## config.mk

```make
export PLATFORM = sky130hd
export DESIGN_NAME = stepper_trapezoid_profile
export DESIGN_NICKNAME = d
export VERILOG_FILES = /design/src/sv/stp_pkg.sv /design/src/sv/stepper_trapezoid_profile.sv /design/src/sv/stp_core.sv
export SDC_FILE = /design/constraint.sdc
export NUM_CORES = 1
export LEC_CHECK = 0
export ABC_AREA = 1
export ABC_CLOCK_PERIOD_IN_PS = 14100
export BUFFER_PORTS_ARGS = -buffer_cell sky130_fd_sc_hd__buf_2
export CORE_MARGIN = 2
export CORE_UTILIZATION = 60
export CTS_CLUSTER_SIZE = 24
export DETAILED_ROUTE_END_ITERATION = 12
export GPL_TIMING_DRIVEN = 0
export PLACE_DENSITY = 0.8
export SETUP_SLACK_MARGIN = 0.2
export SYNTH_ARGS = -nofsm -noshare
export SYNTH_HDL_FRONTEND = slang
export SYNTH_SLANG_ARGS = --single-unit
```

## constraint.sdc

```tcl
create_clock -name clk -period 14.1 [get_ports clk]
set_input_delay 0.705 -clock clk [delete_from_list [all_inputs] [get_ports clk]]
set_output_delay 0.705 -clock clk [all_outputs]
set_load 0.01 [all_outputs]
```

## src/sv/stp_pkg.sv

```systemverilog
// shared types, constants and the speed profile table for the stepper ramp generator
// no dependencies; used by stp_core and stepper_trapezoid_profile
package stp_pkg;

    localparam int MICROSTEP_DIVIDER_DEF = 8;
    localparam int PROFILE_LENGTH_DEF    = 12;

    localparam int COUNT_W  = 16;
    localparam int STEPS_W  = 24;
    localparam int RAMP_W   = 4;
    localparam int PERIOD_W = 18;
    localparam int POS_W    = 32;

    localparam logic [PERIOD_W-1:0] START_PERIOD = PERIOD_W'(10000);
    localparam logic [PERIOD_W-1:0] STOP_PERIOD  = '0;

    typedef enum logic [1:0] {
        PH_IDLE,
        PH_ACCEL,
        PH_CRUISE,
        PH_DECEL
    } phase_t;

    typedef struct packed {
        phase_t                   phase;
        logic [STEPS_W-1:0]       phase_index;
        logic [RAMP_W-1:0]        accel_steps;
        logic [STEPS_W-1:0]       cruise_steps;
        logic [RAMP_W-1:0]        decel_steps;
        logic                     direction_step;
        logic signed [POS_W-1:0]  position_count;
    } move_state_t;

    typedef struct packed {
        logic                     busy_res;
        logic signed [POS_W-1:0]  position;
        logic                     dir_level;
        logic [PERIOD_W-1:0]      period_us;
        logic                     timer_write;
        logic                     step_pulse;
    } step_result_t;

    // speed profile, slowest first; entries past the end repeat the fastest
    function automatic logic [PERIOD_W-1:0] speed_at(input logic [RAMP_W-1:0] idx);
        logic [PERIOD_W-1:0] val;
        case (idx)
            4'd0:    val = PERIOD_W'(189437);
            4'd1:    val = PERIOD_W'(52865);
            4'd2:    val = PERIOD_W'(38820);
            4'd3:    val = PERIOD_W'(32249);
            4'd4:    val = PERIOD_W'(28390);
            4'd5:    val = PERIOD_W'(25868);
            4'd6:    val = PERIOD_W'(24127);
            4'd7:    val = PERIOD_W'(22289);
            4'd8:    val = PERIOD_W'(22021);
            4'd9:    val = PERIOD_W'(21421);
            4'd10:   val = PERIOD_W'(21045);
            default: val = PERIOD_W'(20863);
        endcase
        return val;
    endfunction

endpackage

```

## src/sv/stepper_trapezoid_profile.sv

```systemverilog
// stepper ramp generator: an accepted input word yields its output word in the next cycle
// one word per cycle unless output stalls; state update and table lookup are combinational
// input is taken whenever the output register is empty or being drained
// reset (rst_n low, asynchronous) returns to idle at position 0, counterclockwise
// depends on stp_pkg and stp_core
module stepper_trapezoid_profile #(
    parameter int MICROSTEP_DIVIDER = stp_pkg::MICROSTEP_DIVIDER_DEF,
    parameter int PROFILE_LENGTH    = stp_pkg::PROFILE_LENGTH_DEF
) (
    input  logic        clk,
    input  logic        rst_n,
    input  logic        s_tvalid,
    output logic        s_tready,
    input  logic [23:0] s_tdata,   // step_count[15:0], clockwise[16], zero[23:17]
    input  logic [0:0]  s_tuser,   // action[0]
    output logic        m_tvalid,
    input  logic        m_tready,
    output logic [55:0] m_tdata    // step_pulse[0], timer_write[1], period_us[19:2],
                                   // dir_level[20], position[52:21], busy_res[53], zero[55:54]
);

    stp_pkg::move_state_t  state_reg;
    stp_pkg::move_state_t  state_next;
    stp_pkg::step_result_t res_reg;
    stp_pkg::step_result_t res_next;
    logic                  out_valid_reg;
    logic                  take;

    assign s_tready = !out_valid_reg || m_tready;
    assign take     = s_tvalid && s_tready;

    stp_core #(
        .MICROSTEP_DIVIDER (MICROSTEP_DIVIDER),
        .PROFILE_LENGTH    (PROFILE_LENGTH)
    ) u_core (
        .action     (s_tuser[0]),
        .step_count (s_tdata[15:0]),
        .clockwise  (s_tdata[16]),
        .cur        (state_reg),
        .nxt        (state_next),
        .res        (res_next)
    );

    always_ff @(posedge clk or negedge rst_n)
    begin
        if (!rst_n)
        begin
            state_reg     <= '0;
            out_valid_reg <= 1'b0;
        end
        else
        begin
            if (take)
            begin
                state_reg     <= state_next;
                out_valid_reg <= 1'b1;
            end
            else if (m_tready)
            begin
                out_valid_reg <= 1'b0;
            end
        end
    end

    // result payload, no reset needed
    always_ff @(posedge clk)
    begin
        if (take)
            res_reg <= res_next;
    end

    assign m_tvalid = out_valid_reg;
    assign m_tdata  = {2'b00, res_reg};

endmodule

```

## src/sv/stp_core.sv

```systemverilog
// next-state and result logic for one word of the stepper ramp generator
// depends on stp_pkg; purely combinational, state is held by the top level
module stp_core #(
    parameter int MICROSTEP_DIVIDER = stp_pkg::MICROSTEP_DIVIDER_DEF,
    parameter int PROFILE_LENGTH    = stp_pkg::PROFILE_LENGTH_DEF
) (
    input  logic                         action,
    input  logic [stp_pkg::COUNT_W-1:0]  step_count,
    input  logic                         clockwise,
    input  stp_pkg::move_state_t         cur,
    output stp_pkg::move_state_t         nxt,
    output stp_pkg::step_result_t        res
);

    localparam int TWICE_LEN = 2 * PROFILE_LENGTH;

    logic [stp_pkg::STEPS_W-1:0]  total;
    logic [stp_pkg::RAMP_W-1:0]   half_total;
    logic [stp_pkg::RAMP_W-1:0]   decel_idx;
    stp_pkg::phase_t              ph;
    logic [stp_pkg::STEPS_W-1:0]  idx;
    logic                         pulse;
    logic                         twrite;
    logic [stp_pkg::PERIOD_W-1:0] period;

    // scaled count fits in 24 bits for any divider up to 256
    assign total      = stp_pkg::STEPS_W'(32'(step_count) * MICROSTEP_DIVIDER);
    assign half_total = stp_pkg::RAMP_W'(total >> 1);

    always_comb
    begin
        nxt       = cur;
        pulse     = 1'b0;
        twrite    = 1'b0;
        period    = stp_pkg::STOP_PERIOD;
        ph        = cur.phase;
        idx       = cur.phase_index;
        decel_idx = '0;

        if (action)
        begin
            if (total != '0 && cur.phase == stp_pkg::PH_IDLE)
            begin
                if (total < stp_pkg::STEPS_W'(TWICE_LEN))
                begin
                    nxt.accel_steps  = half_total;
                    nxt.decel_steps  = stp_pkg::RAMP_W'(total) - half_total;
                    nxt.cruise_steps = '0;
                end
                else
                begin
                    nxt.accel_steps  = stp_pkg::RAMP_W'(PROFILE_LENGTH);
                    nxt.decel_steps  = stp_pkg::RAMP_W'(PROFILE_LENGTH);
                    nxt.cruise_steps = total - stp_pkg::STEPS_W'(TWICE_LEN);
                end
                nxt.direction_step = clockwise;
                nxt.phase          = stp_pkg::PH_ACCEL;
                nxt.phase_index    = '0;
                twrite             = 1'b1;
                period             = stp_pkg::START_PERIOD;
            end
        end
        else if (cur.phase != stp_pkg::PH_IDLE)
        begin
            // empty phases fall through within the same word
            if (ph == stp_pkg::PH_ACCEL)
            begin
                if (idx >= stp_pkg::STEPS_W'(cur.accel_steps))
                begin
                    idx = '0;
                    ph  = stp_pkg::PH_CRUISE;
                end
                else
                begin
                    twrite = 1'b1;
                    period = stp_pkg::speed_at(idx[stp_pkg::RAMP_W-1:0]);
                    pulse  = 1'b1;
                end
            end
            if (ph == stp_pkg::PH_CRUISE)
            begin
                if (idx >= cur.cruise_steps)
                begin
                    idx = '0;
                    ph  = stp_pkg::PH_DECEL;
                end
                else
                begin
                    twrite = 1'b1;
                    period = stp_pkg::speed_at(stp_pkg::RAMP_W'(PROFILE_LENGTH - 1));
                    pulse  = 1'b1;
                end
            end
            if (ph == stp_pkg::PH_DECEL)
            begin
                if (idx >= stp_pkg::STEPS_W'(cur.decel_steps))
                begin
                    twrite = 1'b1;
                    period = stp_pkg::STOP_PERIOD;
                    idx    = '0;
                    ph     = stp_pkg::PH_IDLE;
                end
                else
                begin
                    // profile read backward
                    decel_idx = cur.decel_steps - stp_pkg::RAMP_W'(1)
                              - idx[stp_pkg::RAMP_W-1:0];
                    twrite    = 1'b1;
                    period    = stp_pkg::speed_at(decel_idx);
                    pulse     = 1'b1;
                end
            end

            nxt.phase       = ph;
            nxt.phase_index = pulse ? idx + stp_pkg::STEPS_W'(1) : idx;
            if (pulse)
            begin
                if (cur.direction_step)
                    nxt.position_count = cur.position_count - stp_pkg::POS_W'(1);
                else
                    nxt.position_count = cur.position_count + stp_pkg::POS_W'(1);
            end
        end

        res.step_pulse  = pulse;
        res.timer_write = twrite;
        res.period_us   = period;
        res.dir_level   = nxt.direction_step;
        res.position    = nxt.position_count;
        res.busy_res    = (nxt.phase != stp_pkg::PH_IDLE);
    end

endmodule
```

Word-level counts from Yosys, hierarchy flattened

Memory sizes are Yosys's and may differ from the RTL's.
Index checks and enable logic that the tools add are counted.

Register bits: 146
Bits in read-only memories: 544
Input port bits: 29
Output and inout port bits: 58
Logic and storage cells: 100
Memories: 2

Memory list:

| name            | words | bits a word | read ports | clocked after memory_dff | write ports | RTL line      | text |
|---|---|---|---|---|---|---|---|
| (no name shown) | 16    | 17          | 1          | 0                        | 0           | stp_pkg.sv:46 | `case (idx)` |
| (no name shown) | 16    | 17          | 1          | 0                        | 0           | stp_pkg.sv:46 |  |

Add/subtract/negate cells: 7
$lt $le $gt $ge: 4
Eq/ne operators: 4
Mux-type cells: 55
Bitwise gates (word level): 1
Reduce and logical (&&, ||, !) cells: 13

Operator list:

| operator              | count |
|---|---|
| $mux 24               | 13 |
| $mux 32               | 5 |
| $mux 18               | 8 |
| $mux 59               | 1 |
| $mux 26               | 2 |
| $ge 24x4->1           | 2 |
| $add 32x2->32 const B | 1 |
| $sub 32x2->32 const B | 1 |
| $add 24x1->24 const B | 1 |
| $ge 24x24->1          | 1 |
| $reduce_bool 24->1    | 1 |
| $mux 2                | 10 |
| $sub 19x5->20 const B | 1 |
| $lt 19x5->1 const B   | 1 |
| $mux 1                | 15 |
| $mux 14               | 1 |
| $reduce_bool 2->1     | 4 |
| $sub 4x4->4           | 2 |
| $reduce_and 3->1      | 2 |
| $eq 2x2->1 const B    | 2 |
| $sub 4x1->4 const B   | 1 |
| $eq 2x1->1 const B    | 1 |
| $logic_and 1x1->1     | 2 |
| $logic_not 2->1       | 1 |
| other kinds (5)       | 5 |

Longest topological paths before layout

Word-level depth: 20
Gate-level depth with buffers: 46
Depth with buffers taken out: 41

By module

A second synthesis with hierarchy kept.

Cell total of the unflattened synthesis: 1,613
Area total of the unflattened synthesis: 11,567.3 sq um

By module, submodules not included:

| module                    | instances | cells an instance | area an instance (sq um) | seq. area each (sq um) |
|---|---|---|---|---|
| stp_core                  | 1         | 1,156             | 6,291.0                  | 0.0 |
| stepper_trapezoid_profile | 1         | 457               | 5,276.3                  | 3,923.8 |

Least setup slack after synthesis

OpenSTA, ideal clock, no wires.

Kind: reg-to-reg
Start: reg state_reg[67] (netlist name)
End: reg state_reg[75] (netlist name)
Library setup time: 118 ps
Data arrival time: 5,392 ps
Required time: 13,982 ps
Path slack: 8,590 ps
Stages on the path, launching flop included: 44
Path buffers: 5
Clock period less this slack: 5,510 ps
Cell sequence: dfrtp_1 > clkbuf_1 > inv_1 > clkbuf_1 > ha_1 > nand2_1 > nand2_1 > nand2_1 > nand2_1 > o21ai_2 > inv_1 > nor2_1 > inv_1 > ha_1 > and3_1 > nand3_2 > nand2_4 > nand2_4 > (+8 left out) > a21oi_1 > nand2_1 > nor2_1 > nand3_1 > nand2_1 > buf_6 > inv_2 > nor2_1 > ha_1 > inv_1 > nor2_1 > nand4_2 > nor2_2 > nand2_2 > nor2_1 > nand2_1 > nand3_1 > nand2_1

Longest elaborated chain between the ends: 19
Elaborated cells between the ends (all ways): 37
Those cells by class: add/sub (1); order compare (3); eq/ne (2); mux (31)

RTL lines:

| item                     | RTL line                        | text |
|---|---|---|
| start: declaration       | stepper_trapezoid_profile.sv:22 | `stp_pkg::move_state_t state_reg;` |
| start signal: assignment | stepper_trapezoid_profile.sv:55 | `state_reg <= state_next;` |
| $ge 24x4->1              | stp_core.sv:68                  | `if (idx >= stp_pkg::STEPS_W'(cur.accel_steps))` |
| $mux 24                  | stp_core.sv:68                  |  |
| $mux 24                  | stp_core.sv:66                  | `if (ph == stp_pkg::PH_ACCEL)` |
| $mux 24                  | stp_core.sv:63                  | `else if (cur.phase != stp_pkg::PH_IDLE)` |
| $mux 24                  | stp_core.sv:40                  | `if (action)` |
| $ge 24x24->1             | stp_core.sv:82                  | `if (idx >= cur.cruise_steps)` |
| $mux 24                  | stp_core.sv:82                  |  |
| $mux 24                  | stp_core.sv:80                  | `if (ph == stp_pkg::PH_CRUISE)` |
| (+3 left out)            | -                               |  |
| $mux 24                  | stp_core.sv:96                  | `if (idx >= stp_pkg::STEPS_W'(cur.decel_steps))` |
| $mux 24                  | stp_core.sv:94                  | `if (ph == stp_pkg::PH_DECEL)` |
| $mux 24                  | stp_core.sv:63                  |  |
| $mux 24                  | stp_core.sv:40                  |  |
| $add 24x1->24            | stp_core.sv:115                 | `nxt.phase_index = pulse ? idx + stp_pkg::STEPS_W'(1) : idx;` |
| $mux 24 *                | stp_core.sv:115                 |  |
| $mux 26 *                | stp_core.sv:63                  |  |
| $mux 26 *                | stp_core.sv:40                  |  |

Every way passes the cells marked *; elsewhere a longest branch is shown, timed or not. The select of a mux whose other input is x is not followed.
A chain may end at the register's enable or synchronous reset.

Worst setup path in the final report

Same ends and word-level chain as after synthesis.

==> run summary <==
# setup viols final -> 0
P&R area growth vs syn -> 12.9%
Max Cap Viol -> 0
vias in the first global route -> 8379
Sink Count -> 133
grt ovf -> 0
crit-path max cell delay -> 0.39 ns
Critical Path Fanout Max -> 11
CORE AREA -> 15900 sq um
Main synth FF type -> dfrtp_1
# fillers -> 1403
routability cong. -> 0.984
DRT iter0 DRCs -> 829
Yosys top cell area share -> 20.6%
Resize count post-CTS -> 0
Final Hold Fails -> 0
PwrDens -> 245 nW/um^2
most used cell, CP -> nand2_1
# diodes -> 0
initial antenna violation count -> 0
Req. time, crit path -> 14.42 ns
Fmax -> 0.134 GHz
FFs w/ async S/R, synth -> 60.2%
Crit-path slowest cell -> clkbuf_1
routed wire length -> 26.2 mm
first-pass GRT wire length -> 42.5 mm
Clk Latency, worst-skew pair -> 0.43 ns
Initial Utilization -> 61.3%
clock skew -> 0.0161 ns
routed vias -> 9188
max reg flops -> 79
worst vdd ir -> 120 uV
Power, Total -> 2.69 mW
cell taking the most area after synthesis -> dfrtp_1
CP endpoint kind -> register
share of cells above drive strength 1 -> 13.1%
Final nets -> 1488
Seq. cell area -> 3590 sq um
transition time of the tightest slew-check pin -> 1.26 ns
Synth cell types -> 58
Clock transition at path regs -> 0.06 ns
num rows -> 46
Startpoint Class -> register
Syn Area/Cell -> 7.57 sq um
# hold bufs at CTS -> 0
Vert. Die Dim -> 131 um
number of port buffers -> 75
outcome -> finished, final reports clean
Fin Setup TNS -> 0 ns
CTS root buffer -> clkbuf_16
Seq/Total Area, Yosys -> 36.9%
num ports -> 87
GRT Total Usage -> 30.8%
Post-synth EDFFs -> 53
critical path class -> reg2reg
Ys Warns -> 0
Avg WL per Cell -> 16.2 um
antenna-violating nets left -> 0
fin crit share -> 53.1%
area occupied by multi-input gates -> 5310 sq um
vias per cell -> 5.69
clk buf depth -> 2
TritonCTS Buffers -> 17
Cells after Synth -> 1287
RSZ-0062 raised after global routing -> false
Post-Syn Area -> 9740 sq um
pin count of the biggest net entering global routing -> 51
leakage -> 5.21 nW
post-CTS setup buffer count -> 0
crit path DAT -> 7.80 ns
Die Width -> 131 um
DRC -> 0
synth top area cells -> dfrtp_1 (21%), edfxtp_1 (16%), nand2_1 (11%)
max_slew headroom -> 16.0%
Tmin final -> 7.48 ns
Worst Hold Class -> in2async
drt first pass iters -> 7
H-tree levels -> 4
DPL Wire Length -> 19.9 mm
Synth Register Bits -> 133
Final Slew Violations -> 0
Die Area -> 17300 sq um
CTS tree -> done
[Yosys cell counts (all sizes together) (7+ instances only)]
master  number
nand4       24
a31oi       17
nor2       138
nand3       63
clkbuf      18
nand2      304
xnor2       21
o21bai       7
nor3        22
o21ai      149
ha          73
edfxtp      53
inv        163
a21oi       60
dfrtp       80
o22ai       10
xor2        22
buf         21
[path summary, 6_finish.rpt]
check / start / end / slack, ns / cells after the start
min in group clk: state_reg[87]$_DFFE_PN0P_ / state_reg[87]$_DFFE_PN0P_ / 0.49 / 2
hold reg to reg: state_reg[87]$_DFFE_PN0P_ / state_reg[87]$_DFFE_PN0P_ / 0.49 / 2
setup / recovery: state_reg[67]$_DFFE_PN0P_ / state_reg[75]$_DFFE_PN0P_ / 6.62 / 45
setup reg to reg: state_reg[67]$_DFFE_PN0P_ / state_reg[75]$_DFFE_PN0P_ / 6.62 / 45
hold / removal: rst_n / state_reg[18]$_DFFE_PN0P_ / 0.23 / 1
max in group asynchronous: rst_n / state_reg[51]$_DFFE_PN0P_ / 13.25 / 2
[stage by stage]
stage / instance area (sq um) / cells / utilization, % / hold slack [ns] / setup slack (ns)
floorplan: 9740 / 1289 / - / 0.409 / 8.59
global placement: 10400 / 1580 / 65.4 / 0.467 / 7.02
detailed placement: 10400 / 1582 / 65.7 / 0.472 / 6.94
CTS: 11000 / 1614 / 69.2 / 0.243 / 6.84
global route: 11000 / 1614 / 69.2 / 0.263 / 6.17
finish: 11000 / 1614 / 69.2 / 0.233 / 6.62
[worst max-delay path: cells and delay by family, from the launching register on]
family,cells,cell delay (ns)
AND/OR/NAND/NOR,24,3.31
flip-flops,1,0.37
AO/OA/AOI/OAI,4,0.62
adder cells (fa/ha/maj),4,0.97
buffers and inverters,13,2.10
[cells by family after synthesis]
logic type	share of synthesized area [%]
xor gates and xnor gates	3.95
and+or+nand+nor	25.2
DFF	36.9
other	0.0385
buffers and inverters	8.64
AOI/OAI and AO/OA	15.7
adders and majority gates	9.59
[cells in the final DEF (no fill, tap or decap), types with 3 or more instances in the layout]
master      count
edfxtp_1       53
a31oi_1        17
o21ai_1        42
xor2_1         21
conb_1          3
nand2_2         5
nor4_1          4
o21bai_1        7
o211ai_1        3
clkbuf_1       20
inv_2          10
clkbuf_16      17
buf_2          83
nand2_1       297
inv_1         153
o21ai_0        94
buf_4           7
o22ai_1        10
nand3_2         3
nor2_1        123
nand4_1        22
nand3_1        60
dfrtp_1        80
or2_2           3
o31ai_1         5
o21a_1          5
xnor2_1        21
ha_1           73
a21oi_1        60
clkinvlp_4      6
o221ai_1        4
nor3_1         19
nor2_4          4
clkinv_2        3
nor2_2         11
o21ai_2        13
[cell type report]
type / count / share of cell area (%)
buffer: 39 / 2.03
clock buffer: 20 / 4.06
clock inverter: 12 / 0.979
inverter: 165 / 5.63
multi-input combinational: 952 / 48.3
sequential: 133 / 32.7
tap: 216 / 2.46
timing repair buffer: 77 / 3.87
[report_power, final]
| part | internal (mW) | switching (mW) |
|---|---|---|
| clock | 0.246 | 0.174 |
| combinational | 0.548 | 1.05 |
| sequential | 0.586 | 0.0864 |
| total | 1.38 | 1.31 |
[routing by layer]
metal | routed length [um] | share of wire [%] | GRT usage, % | vias to the layer above
li1 | - | - | - | 4491
met1 | 11600 | 44 | 42.8 | 4210
met2 | 11900 | 45 | 49.2 | 423
met3 | 1750 | 6.7 | 4.21 | 64
met4 | 915 | 3.5 | 12.1 | 0
met5 | 0 | 0 | 0 | -
(Power assumes the default switching activity.)
